## src/hw/rtl/rsfs_pkg.sv

```systemverilog
package rsfs_pkg;

    localparam int HOLD_LEN = 4;
    localparam int FILL_W = 3;
    localparam logic [7:0] SUM_TARGET = 8'hFF;
    localparam logic [15:0] ERR_MAX = 16'hFFFF;

    typedef struct packed {
        logic               frame_good;
        logic signed [23:0] rate_sample;
        logic [7:0]         status_bits;
        logic               run_start;
        logic [15:0]        error_total;
    } result_t;

endpackage

```

## src/hw/rtl/rsfs_core.sv

```systemverilog
module rsfs_core (
    input  logic             aclk,
    input  logic             aresetn,
    input  logic             step,
    input  logic [7:0]       rx_byte,
    output logic             has_result,
    output rsfs_pkg::result_t result
);

    logic [7:0] window_reg [rsfs_pkg::HOLD_LEN];
    logic [7:0] window_next [rsfs_pkg::HOLD_LEN];
    logic [rsfs_pkg::FILL_W-1:0] fill_reg, fill_next;
    logic [15:0] err_reg, err_next;
    logic run_active_reg, run_active_next;
    logic restart_reg, restart_next;

    logic [7:0] sum;
    logic good;
    logic [15:0] err_inc;

    assign has_result = (fill_reg == rsfs_pkg::FILL_W'(rsfs_pkg::HOLD_LEN));
    // low 8 bits of the five-byte sum, wrap is intended
    assign sum = rx_byte + window_reg[0] + window_reg[1] + window_reg[2] + window_reg[3];
    assign good = (sum == rsfs_pkg::SUM_TARGET);
    assign err_inc = (err_reg == rsfs_pkg::ERR_MAX) ? err_reg : err_reg + 16'd1;

    always_comb begin
        result.frame_good  = good;
        result.rate_sample = good ? {window_reg[0], window_reg[1], window_reg[2]} : 24'sd0;
        result.status_bits = good ? window_reg[3] : 8'd0;
        result.run_start   = good ? restart_reg : 1'b0;
        result.error_total = good ? err_reg : err_inc;
    end

    always_comb begin
        window_next     = window_reg;
        fill_next       = fill_reg;
        err_next        = err_reg;
        run_active_next = run_active_reg;
        restart_next    = restart_reg;
        if (step) begin
            priority if (!has_result) begin
                window_next[fill_reg[1:0]] = rx_byte;
                fill_next = fill_reg + 1'b1;
            end else if (good) begin
                for (int i = 0; i < rsfs_pkg::HOLD_LEN; i++) begin
                    window_next[i] = 8'd0;
                end
                fill_next       = '0;
                restart_next    = 1'b0;
                run_active_next = 1'b1;
            end else begin
                err_next = err_inc;
                if (run_active_reg) begin
                    restart_next = 1'b1;
                end
                // drop the oldest byte, keep four held
                for (int i = 0; i < rsfs_pkg::HOLD_LEN - 1; i++) begin
                    window_next[i] = window_reg[i+1];
                end
                window_next[rsfs_pkg::HOLD_LEN-1] = rx_byte;
            end
        end
    end

    always_ff @(posedge aclk) begin
        if (!aresetn) begin
            for (int i = 0; i < rsfs_pkg::HOLD_LEN; i++) begin
                window_reg[i] <= 8'd0;
            end
            fill_reg       <= '0;
            err_reg        <= '0;
            run_active_reg <= 1'b0;
            restart_reg    <= 1'b1;
        end else begin
            window_reg     <= window_next;
            fill_reg       <= fill_next;
            err_reg        <= err_next;
            run_active_reg <= run_active_next;
            restart_reg    <= restart_next;
        end
    end

endmodule

```

## src/hw/rtl/rsfs_out_reg.sv

```systemverilog
module rsfs_out_reg (
    input  logic              aclk,
    input  logic              aresetn,
    input  logic              load,
    input  rsfs_pkg::result_t load_data,
    output logic              busy,
    input  logic              m_ready,
    output logic              m_valid,
    output rsfs_pkg::result_t m_data
);

    logic valid_reg, valid_next;
    rsfs_pkg::result_t data_reg;

    assign m_valid = valid_reg;
    assign m_data  = data_reg;
    // full and not drained this cycle
    assign busy = valid_reg && !m_ready;

    always_comb begin
        valid_next = valid_reg;
        if (load) begin
            valid_next = 1'b1;
        end else if (m_ready) begin
            valid_next = 1'b0;
        end
    end

    always_ff @(posedge aclk) begin
        if (!aresetn) begin
            valid_reg <= 1'b0;
        end else begin
            valid_reg <= valid_next;
        end
    end

    always_ff @(posedge aclk) begin
        if (load) begin
            data_reg <= load_data;
        end
    end

endmodule

```

## src/hw/rtl/rate_sensor_frame_sync_unit.sv

```systemverilog
// a byte is registered at acceptance; as it leaves the input register, any result it
// completes is registered for the m_ ports; throughput: one byte per cycle unless a
// byte completing a window meets a busy output register; the five-byte add and compare
// sits between the input and result registers, and the window updates as each byte
// leaves the input register; synchronous active-low reset empties the window, clears
// the error count and the run flag, and marks the next good frame as a new run
module rate_sensor_frame_sync_unit (
    input  logic               aclk,
    input  logic               aresetn,
    input  logic               s_valid,
    output logic               s_ready,
    input  logic [7:0]         s_rx_byte,
    output logic               m_valid,
    input  logic               m_ready,
    output logic               m_frame_good,
    output logic signed [23:0] m_rate_sample,
    output logic [7:0]         m_status_bits,
    output logic               m_run_start,
    output logic [15:0]        m_error_total
);

    logic       in_valid_reg;
    logic [7:0] in_byte_reg;
    logic       has_result;
    logic       out_busy;
    logic       advance;
    rsfs_pkg::result_t result;
    rsfs_pkg::result_t out_data;

    // a byte that only fills the window moves on even when the output is stalled
    assign advance = in_valid_reg && !(has_result && out_busy);
    assign s_ready = !in_valid_reg || advance;

    always_ff @(posedge aclk) begin
        if (!aresetn) begin
            in_valid_reg <= 1'b0;
        end else if (s_ready) begin
            in_valid_reg <= s_valid;
        end
    end

    always_ff @(posedge aclk) begin
        if (s_valid && s_ready) begin
            in_byte_reg <= s_rx_byte;
        end
    end

    rsfs_core u_core (
        .aclk       (aclk),
        .aresetn    (aresetn),
        .step       (advance),
        .rx_byte    (in_byte_reg),
        .has_result (has_result),
        .result     (result)
    );

    rsfs_out_reg u_out (
        .aclk      (aclk),
        .aresetn   (aresetn),
        .load      (advance && has_result),
        .load_data (result),
        .busy      (out_busy),
        .m_ready   (m_ready),
        .m_valid   (m_valid),
        .m_data    (out_data)
    );

    assign m_frame_good  = out_data.frame_good;
    assign m_rate_sample = out_data.rate_sample;
    assign m_status_bits = out_data.status_bits;
    assign m_run_start   = out_data.run_start;
    assign m_error_total = out_data.error_total;

endmodule

```

## config.mk

```make
export PLATFORM = sky130hd
export DESIGN_NAME = rate_sensor_frame_sync_unit
export DESIGN_NICKNAME = d
export VERILOG_FILES = /design/src/hw/rtl/rsfs_pkg.sv /design/src/hw/rtl/rsfs_core.sv /design/src/hw/rtl/rsfs_out_reg.sv /design/src/hw/rtl/rate_sensor_frame_sync_unit.sv
export SDC_FILE = /design/constraint.sdc
export NUM_CORES = 1
export LEC_CHECK = 0
export BUFFER_PORTS_ARGS = -buffer_cell sky130_fd_sc_hd__buf_2
export CAP_MARGIN = 10
export CORE_ASPECT_RATIO = 0.5
export CORE_UTILIZATION = 45
export DETAILED_ROUTE_END_ITERATION = 12
export GPL_TIMING_DRIVEN = 0
export SETUP_SLACK_MARGIN = 0.15
export SKIP_CTS_REPAIR_TIMING = 1
export SYNTH_ARGS = -nofsm -noshare
export SYNTH_HDL_FRONTEND = slang
export SYNTH_SLANG_ARGS = --single-unit
export TNS_END_PERCENT = 1
```

## constraint.sdc

```tcl
create_clock -name aclk -period 5.2 [get_ports aclk]
set_clock_uncertainty 0.05 [all_clocks]
set_input_delay 1.04 -clock aclk [delete_from_list [all_inputs] [get_ports aclk]]
set_output_delay 1.04 -clock aclk [all_outputs]
set_load 0.03 [all_outputs]
```

==> results of run 1 <==
## power by group through the flow
stage	Combinational, mW	Clock, mW	Sequential, mW
final	0.175	1.20	0.970
after floorplan	0.122	0	0.981
after detailed placement	0.169	0	0.988
after global routing	0.197	1.26	0.972
after global placement	0.167	0	0.988
after CTS	0.171	1.21	0.970
## metrics by stage
step	hold WS [ns]	setup slack [ns]	power, mW	util (%)	instances
3_3_place_gp	0.399	0.144	1.15	52.3	735
5_1_grt	0.441	0.178	2.42	57.8	768
4_1_cts	0.407	0.0951	2.35	57.8	768
6_report	0.410	0.445	2.35	57.8	768
2_1_floorplan	0.385	0.974	1.10	-	513
3_5_place_dp	0.400	0.111	1.16	52.4	736
## synth_stat cells, types with 3 or more instances
| cell type | instances |
|---|---|
| clkbuf_1 | 19 |
| xor2_1 | 15 |
| nor3_1 | 3 |
| nand2b_1 | 3 |
| edfxtp_1 | 58 |
| or4_1 | 10 |
| nand3_1 | 26 |
| nand2_1 | 36 |
| buf_2 | 4 |
| nor2_1 | 30 |
| a31oi_1 | 6 |
| fa_1 | 20 |
| nand4_1 | 7 |
| nor2b_1 | 10 |
| o21ai_0 | 52 |
| inv_1 | 15 |
| ha_1 | 13 |
| a311oi_1 | 3 |
| xnor2_1 | 4 |
| o31ai_1 | 11 |
| a21oi_1 | 54 |
| and3_1 | 36 |
| dfxtp_1 | 55 |
## metal layers
metal / track usage [%] / share of wire [%] / up-vias
met5: 0 / 0 / -
met4: 10.9 / 1.6 / 0
met3: 6.08 / 6.2 / 24
met2: 35.8 / 46 / 120
met1: 29.8 / 46 / 2046
li1: - / - / 2038
## final cells by class
cell class / count / share of cell area [%]
plain buffers: 25 / 1.62
clock buffers: 21 / 6.69
clock inverters: 11 / 2.51
inverters: 17 / 1.01
multi-input cells: 358 / 36.9
flip-flops and latches: 113 / 43.2
well taps: 159 / 3.02
repair buffers: 64 / 5.09
## kinds of logic (layout without fill, tap and decap cells)
group | after synthesis | count (layout) | share of synthesized area [%]
mux | 4 | 4 | 0.782
compound gates | 133 | 133 | 13.6
simple gates | 167 | 167 | 16.0
xor+xnor | 21 | 21 | 3.80
fa+ha+maj | 33 | 33 | 10.4
buf+inv | 42 | 138 | 3.18
flops | 113 | 113 | 52.3
## tightest hold or removal path: stages, from the launching register on
cell	delay (ns)
dfxtp_1	0.31
nand2_1	0.05
a21oi_1	0.05
## path summary, 6_finish.rpt
check	startpoint	endpoint	slack [ns]
min reg2reg	u_core.window_reg[6]$_SDFFE_PN0P_	u_core.window_reg[14]$_SDFFE_PN0P_	0.41
max	in_byte_reg[1]$_DFFE_PP_	u_out.m_data[2]$_DFFE_PP_	0.45
max reg2reg	in_byte_reg[1]$_DFFE_PP_	u_out.m_data[2]$_DFFE_PP_	0.45
min	u_core.window_reg[6]$_SDFFE_PN0P_	u_core.window_reg[14]$_SDFFE_PN0P_	0.41
==> results.toml, run 1 <==
[outcome]
status = "finished clean"

[clock_tree]
clockRootBuffer = "clkbuf_16"
numCtsBuffers = 17
cts_tree = "built"
ctsHtreeMaxLevel = 4
cts_buffer_depth = 2
cts_sinks = 113
path_clk_slew_ns = 0.06
worstSkewPairLatency_ns = 0.42

[power]
swShare_pct = 22.9
p_per_area_nw_per_um2 = 357
p_switching_uw = 537
p_seq_share_pct = 41.3
peakVddDrop_mv = 0.220
p_clk_share_pct = 51.2
p_int_mw = 1.81
combPwrFrac_pct = 7.5
cellLeakagePower_nw = 2.50

[finish]
fillCellCount = 1006
largest_reg_flops = 50
diodes = 0
final_common_cell = "buf_2"
drive_above_1_share_pct = 17.4
final_nets = 641
multi_input_area_sq_um = 2430
final_cell_mix = "buf_2, edfxtp_1, dfxtp_1"
design_area_sq_um = 6590
areaGrowthSynthToFinish_pct = 21.1
seqCellArea_sq_um = 2840

[critical_path]
cpMostUsedCell = "fa_1"
worstPathArrival_ns = 4.87
worstSetupPathDepth = 14
crit_family = "adder cells"
crit_fanout = 10
slowest_delay_ns = 0.64
crit_type = "flop to flop"
cp-end-kind = "flop"
crit_buf_inv = 3
worstRegToRegCells = 14
critPathSlowestCell = "fa_1"
path_cells = "fa_1, fa_1, fa_1, ha_1, fa_1, xor2_1, nand4_1, nor4_4, nand2_4, inv_4, buf_6, buf_2, nor2_1, xor2_1"
start_kind = "flop"
required_ns = 5.31

[yosys]
ys_top_cells_by_area = "edfxtp_1, dfxtp_1, fa_1"
ys_ff_latch = 113
synth_edf_count = 58
yosysTopAreaCell = "edfxtp_1"
avgSynthCellArea_sq_um = 10.6
synth_area_sq_um = 5440
syn-instance-count = 513
ys_seq_area_share_pct = 52.3
syn_nets = 558
synthFlopType = "edfxtp_1"
async_flop_share_pct = 0
yosys_warnings = 0
netlist-cell-type-count = 42
synth_top_cell_area_share_pct = 32.0

[floorplan]
start_util_pct = 47.8
rows = 27
ios = 64
die_w_microns = 157
dieHeight_microns = 79.7
core_area_sq_um = 11400
fp.dieArea_sq_um = 12600

[timing]
min_period_ns = 4.75
worst_slew_margin_rel_pct = 50.4
worst_pin_slew_ns = 0.742
max_freq_ghz = 0.210
grt_setup_unrepaired = "no"
slew_viol_final = 0
finalHoldViolCount = 0
finalSetupViolCount = 0
finalCritPeriodShare_pct = 91.4
finalSetupTns_ns = 0

[detailed_routing]
viasPerCell = 5.51
ant_nets = 0
first_iter_violations = 300
firstDrtPassIters = 5
drc = 0
routed_wl_microns = 13000
routed-via-count = 4228
wire_per_inst_microns = 16.9

[hold_path]
hold_path_depth = 2
hold_class = "flop to flop"

[placement]
hpwl_microns = 9040
placed_area_sq_um = 5970
port-buffer-count = 63
gp_congestion = 0.884

[global_route]
grt-ovfl-total = 0
grt_usage_pct = 22.9
antenna_found_initial = 0
grt_max_degree = 29
grt_pass1_wl_microns = 21100
first_global_vias = 4154

[flow_run]
drv_cap = 0
Note: power is estimated with default switching activity, not from simulation.
==> run 2: changes to the inputs <==
- ABC_AREA: unset -> 1
- SLEW_MARGIN: unset -> 40
==> run 2 against run 1 <==
  * Sequential share of layout area down 3.2 points
  * Critical path type unchanged
  * Global-route usage fell by 2.2 points
  * Via count is 6.2% higher
  * Highest routed layer unchanged
==> results.toml, run 2 <==
[power]
p_switching_uw = 565
p_int_mw = 1.74
combPwrFrac_pct = 7.4
p_clk_share_pct = 50.4
swShare_pct = 24.5
cellLeakagePower_nw = 3.08
p_per_area_nw_per_um2 = 323
p_seq_share_pct = 42.2
peakVddDrop_mv = 0.244

[yosys]
async_flop_share_pct = 0
synth_edf_count = 58
synthFlopType = "edfxtp_1"
ys_top_cells_by_area = "edfxtp_1, dfxtp_1, fa_1"
synth_area_sq_um = 5990
yosys-top-cells-count = "nand2_1, inv_1, edfxtp_1"
synth_most_common_cell = "nand2_1"
ys_ff_latch = 113
yosysTopAreaCell = "edfxtp_1"
syn-instance-count = 639
syn_nets = 684
synth_top_cell_area_share_pct = 29.1
yosys_warnings = 0
netlist-cell-type-count = 34
ys_seq_area_share_pct = 47.4
avgSynthCellArea_sq_um = 9.38

[global_route]
grt_pass1_wl_microns = 21800
grt-ovfl-total = 0
grt_max_degree = 60
first_global_vias = 4389
antenna_found_initial = 0
grt_usage_pct = 20.7

[detailed_routing]
routed_wl_microns = 13000
drc = 0
viasPerCell = 4.97
first_iter_violations = 270
ant_nets = 0
wire_per_inst_microns = 14.4
routed-via-count = 4489
firstDrtPassIters = 4

[critical_path]
crit_fanout = 10
cp-end-kind = "flop"
worstPathArrival_ns = 4.38
required_ns = 5.40
crit_type = "flop to flop"
timing.critical_path.from = "in_byte_reg[1]$_DFFE_PP_"
start_kind = "flop"
r2r_start = "in_byte_reg[1]$_DFFE_PP_"

[outcome]
status = "finished clean"

[finish]
areaGrowthSynthToFinish_pct = 18.8
largest_reg_flops = 50
instances_no_fill = 904
design_area_sq_um = 7120
diodes = 0
final_common_cell = "nand2_1"
drive_above_1_share_pct = 27.1
final_nets = 766
final_cell_mix = "nand2_1, inv_1, buf_2"

[floorplan]
start_util_pct = 46.8
fp.dieArea_sq_um = 13800
die_w_microns = 165
rows = 29
core_area_sq_um = 12800
ios = 64
dieHeight_microns = 83.6

[timing]
fin_ws_ns = 1.02
grt_setup_unrepaired = "no"
max_freq_ghz = 0.239
slew_viol_final = 0
finalSetupViolCount = 0
finalCritPeriodShare_pct = 80.4
finalSetupTns_ns = 0
worst_pin_slew_ns = 0.805
min_period_ns = 4.18
hold_slack_ns = 0.413
finalHoldViolCount = 0
worst_slew_margin_rel_pct = 46.4

[clock_tree]
worstSkewPairLatency_ns = 0.41
path_clk_slew_ns = 0.06
ctsHtreeMaxLevel = 4
cts_sinks = 113
cts_buffer_depth = 2
cts_tree = "built"
numCtsBuffers = 17
clockRootBuffer = "clkbuf_16"

[placement]
hpwl_microns = 9530
port-buffer-count = 63
dpl_worst_slack_ns = 0.998
numPlacedInstances = 872
placed_area_sq_um = 6520
gp_congestion = 0.856

[flow_run]
drv_cap = 0

[hold_path]
hold_class = "flop to flop"
hold_start = "u_core.run_active_reg$_SDFFE_PN0P_"
==> run 2: layout make-up <==
cell class              count  area (sq um)
flip-flops and latches    113          2840
clock inverters            14           156
fillers                  1154          5690
repair buffers             63           315
plain buffers              19           149
clock buffers              18           439
well taps                 170           213
multi-input cells         407          2620
inverters                 100           388
==> run 2: final timing paths <==
check / to / slack (ns) / cells after the start
worst max register to register: u_out.m_data[32]$_SDFFCE_PP0P_ / 1.02 / 13
worst min register to register: u_core.run_active_reg$_SDFFE_PN0P_ / 0.41 / 2
worst min-delay path: u_core.run_active_reg$_SDFFE_PN0P_ / 0.41 / 2
worst max-delay path: u_out.m_data[32]$_SDFFCE_PP0P_ / 1.02 / 13
==> run 2: cell families (layout without fill, tap and decap cells) <==
logic type / after synthesis / count (layout) / share of synthesized area (%)
buf+inv: 119 / 214 / 8.92
fa+ha+maj: 33 / 33 / 9.40
xor+xnor: 15 / 15 / 2.19
compound gates: 130 / 130 / 12.9
flops: 113 / 113 / 47.4
simple gates: 229 / 229 / 19.2
==> run 2: layer usage <==
layer / share of wire (%) / global-route usage, % / wire (microns) / vias to the layer above
li1: - / - / - / 2244
met1: 48 / 27.8 / 6290 / 2148
met2: 47 / 33.0 / 6150 / 87
met3: 3.8 / 4.57 / 494 / 10
met4: 0.89 / 6.51 / 116 / 0
met5: 0 / 0 / 0 / -
==> run 2: power by group through the flow <==
stage	registers, mW	clock network, mW	logic, mW
2_1_floorplan	0.984	0	0.129
3_3_place_gp	0.989	0	0.166
3_5_place_dp	0.990	0	0.170
4_1_cts	0.971	1.18	0.173
5_1_grt	0.973	1.21	0.194
6_report	0.971	1.16	0.171
==> run 2: critical path, stage by stage (launching register included) <==
cell and delay, ns:
edfxtp_1 0.48, fa_1 0.60, fa_1 0.45, fa_1 0.47, ha_1 0.24, fa_1 0.48, nand3_1 0.09, nor2_1 0.11
nand3_1 0.12, nor2_4 0.19, nand3_4 0.19, buf_6 0.19, buf_2 0.20, nor2_1 0.15
==> run 2: stage by stage <==
stage	total power, mW	utilization, %
6_report	2.30	55.6
5_1_grt	2.38	55.6
4_1_cts	2.32	55.6
3_5_place_dp	1.16	50.9
3_3_place_gp	1.15	50.9
2_1_floorplan	1.11	-
==> run 3: changes to the inputs <==
- PLACE_DENSITY: unset -> 0.66
- clock period: 5.2 -> 3.7 ns (I/O delays scaled with it)
==> run 3 against run 2 <==
  * Combinational power rose by 52%
  * Largest power group unchanged
  * First-iteration DRC count rose by 4.1%
  * Setup slack lost 1.3 ns
  * Sequential power is 40% higher
  * Global-route usage is 0.74 points higher
  * Die area unchanged
  * Critical endpoint is now u_out.m_data[3]$_DFFE_PP_
  * The flow now finishes with violations (negative setup slack)
  * Via count increased by 3.0%
==> results.toml, run 3 (same netlist as run 2, synthesis figures left out) <==
[power]
p_per_area_nw_per_um2 = 451
cellLeakagePower_nw = 3.10
peakVddDrop_mv = 0.298

[global_route]
grt_max_degree = 60
met2_usage_pct = 35.3
grt_pass1_wl_microns = 22400
first_global_vias = 4567
top_usage_layer = "met2"
met3_usage_pct = 4.87
grt-ovfl-total = 0
antenna_found_initial = 0
grt_usage_pct = 21.4
grt_use_met1_pct = 27.2

[timing]
slew_viol_final = 0
grt_setup_unrepaired = "yes"
worst_pin_slew_ns = 0.760
finalCritPeriodShare_pct = 109
worst_slew_margin_rel_pct = 49.1
finalSetupViolCount = 98
hold_slack_ns = 0.416
min_period_ns = 4.02
fin_ws_ns = -0.324
finalHoldViolCount = 0
max_freq_ghz = 0.249

[hold_path]
hold_class = "flop to flop"

[placement]
hpwl_microns = 9300
dpl_worst_slack_ns = -0.398
port-buffer-count = 63
numPlacedInstances = 872
gp_congestion = 0.868

[critical_path]
critPathSlowestCell = "fa_1"
cp-end-kind = "flop"
crit_fanout = 10
crit_buf_inv = 2
required_ns = 3.81
path_cells = "fa_1, fa_1, fa_1, ha_2, fa_1, nand3_1, nor2_1, nand3_1, nor2_4, nand3_4, buf_12, buf_8, o21ai_2, nand2_1"
crit_family = "adder cells"
cpMostUsedCell = "fa_1"
start_kind = "flop"
slowest_delay_ns = 0.54
crit_type = "flop to flop"
worstPathArrival_ns = 4.13

[floorplan]
rows = 29
start_util_pct = 46.8
dieHeight_microns = 83.6
core_area_sq_um = 12800
fp.dieArea_sq_um = 13800
ios = 64
die_w_microns = 165

[detailed_routing]
drc = 0
routed-via-count = 4625
viasPerCell = 5.09
firstDrtPassIters = 5
ant_nets = 0
first_iter_violations = 281
routed_wl_microns = 13500
wire_per_inst_microns = 14.8

[finish]
diodes = 0
drive_above_1_share_pct = 28.2
largest_reg_flops = 50
final_cell_mix = "nand2_1, inv_1, buf_2"
final_common_cell = "nand2_1"
areaGrowthSynthToFinish_pct = 20.5
instances_no_fill = 908
final_nets = 770

[clock_tree]
cts_tree = "built"
ctsHtreeMaxLevel = 4
worstSkewPairLatency_ns = 0.41
cts_sinks = 113
clockRootBuffer = "clkbuf_16"
cts_buffer_depth = 2
numCtsBuffers = 17
path_clk_slew_ns = 0.05

[flow_run]
drv_cap = 0

[outcome]
status = "finished, violations left"
violations = "negative setup slack"
run 3: layout make-up:
cell class / count / area [sq um]
well taps: 170 / 213
fillers: 1109 / 5590
multi-input cells: 407 / 2660
flip-flops and latches: 113 / 2840
plain buffers: 19 / 168
clock buffers: 26 / 509
clock inverters: 6 / 81.3
repair buffers: 67 / 358
inverters: 100 / 388
run 3: metal layers:
metal,part of all wire [%],wire [microns]
met1,45,6070
met5,0,0
met2,48,6420
met3,6.1,819
met4,1.2,159
run 3: path summary, 6_finish.rpt:
path	cells past startpoint	slack, ns	start	endpoint
max	14	-0.32	in_byte_reg[1]$_DFFE_PP_	u_out.m_data[3]$_DFFE_PP_
min	2	0.42	u_core.run_active_reg$_SDFFE_PN0P_	u_core.run_active_reg$_SDFFE_PN0P_
max reg2reg	14	-0.32	in_byte_reg[1]$_DFFE_PP_	u_out.m_data[3]$_DFFE_PP_
min reg2reg	2	0.42	u_core.run_active_reg$_SDFFE_PN0P_	u_core.run_active_reg$_SDFFE_PN0P_
run 3: stage by stage:
stage	setup TNS [ns]	utilization (%)	total power [mW]	instance area, sq um
floorplan	0	-	1.56	6010
global placement	-22.54	51.0	1.62	6540
detailed placement	-26.39	51.1	1.63	6540
CTS	-28.11	55.7	3.27	7130
global route	-33.39	56.4	3.37	7220
finish	-19.07	56.4	3.26	7220
run 3: worst register-to-register path, cell delays in order (launching register included):
cell and delay [ns]:
edfxtp_1 0.46, fa_1 0.54, fa_1 0.44, fa_1 0.46
ha_2 0.20, fa_1 0.48, nand3_1 0.08, nor2_1 0.09
nand3_1 0.12, nor2_4 0.23, nand3_4 0.13, buf_12 0.15
buf_8 0.15, o21ai_2 0.08, nand2_1 0.09
run 3: power by group:
part / internal, mW / switching (mW) / total, mW
registers: 1.33 / 0.0298 / 1.36
logic: 0.100 / 0.160 / 0.260
clock network: 1.08 / 0.557 / 1.63
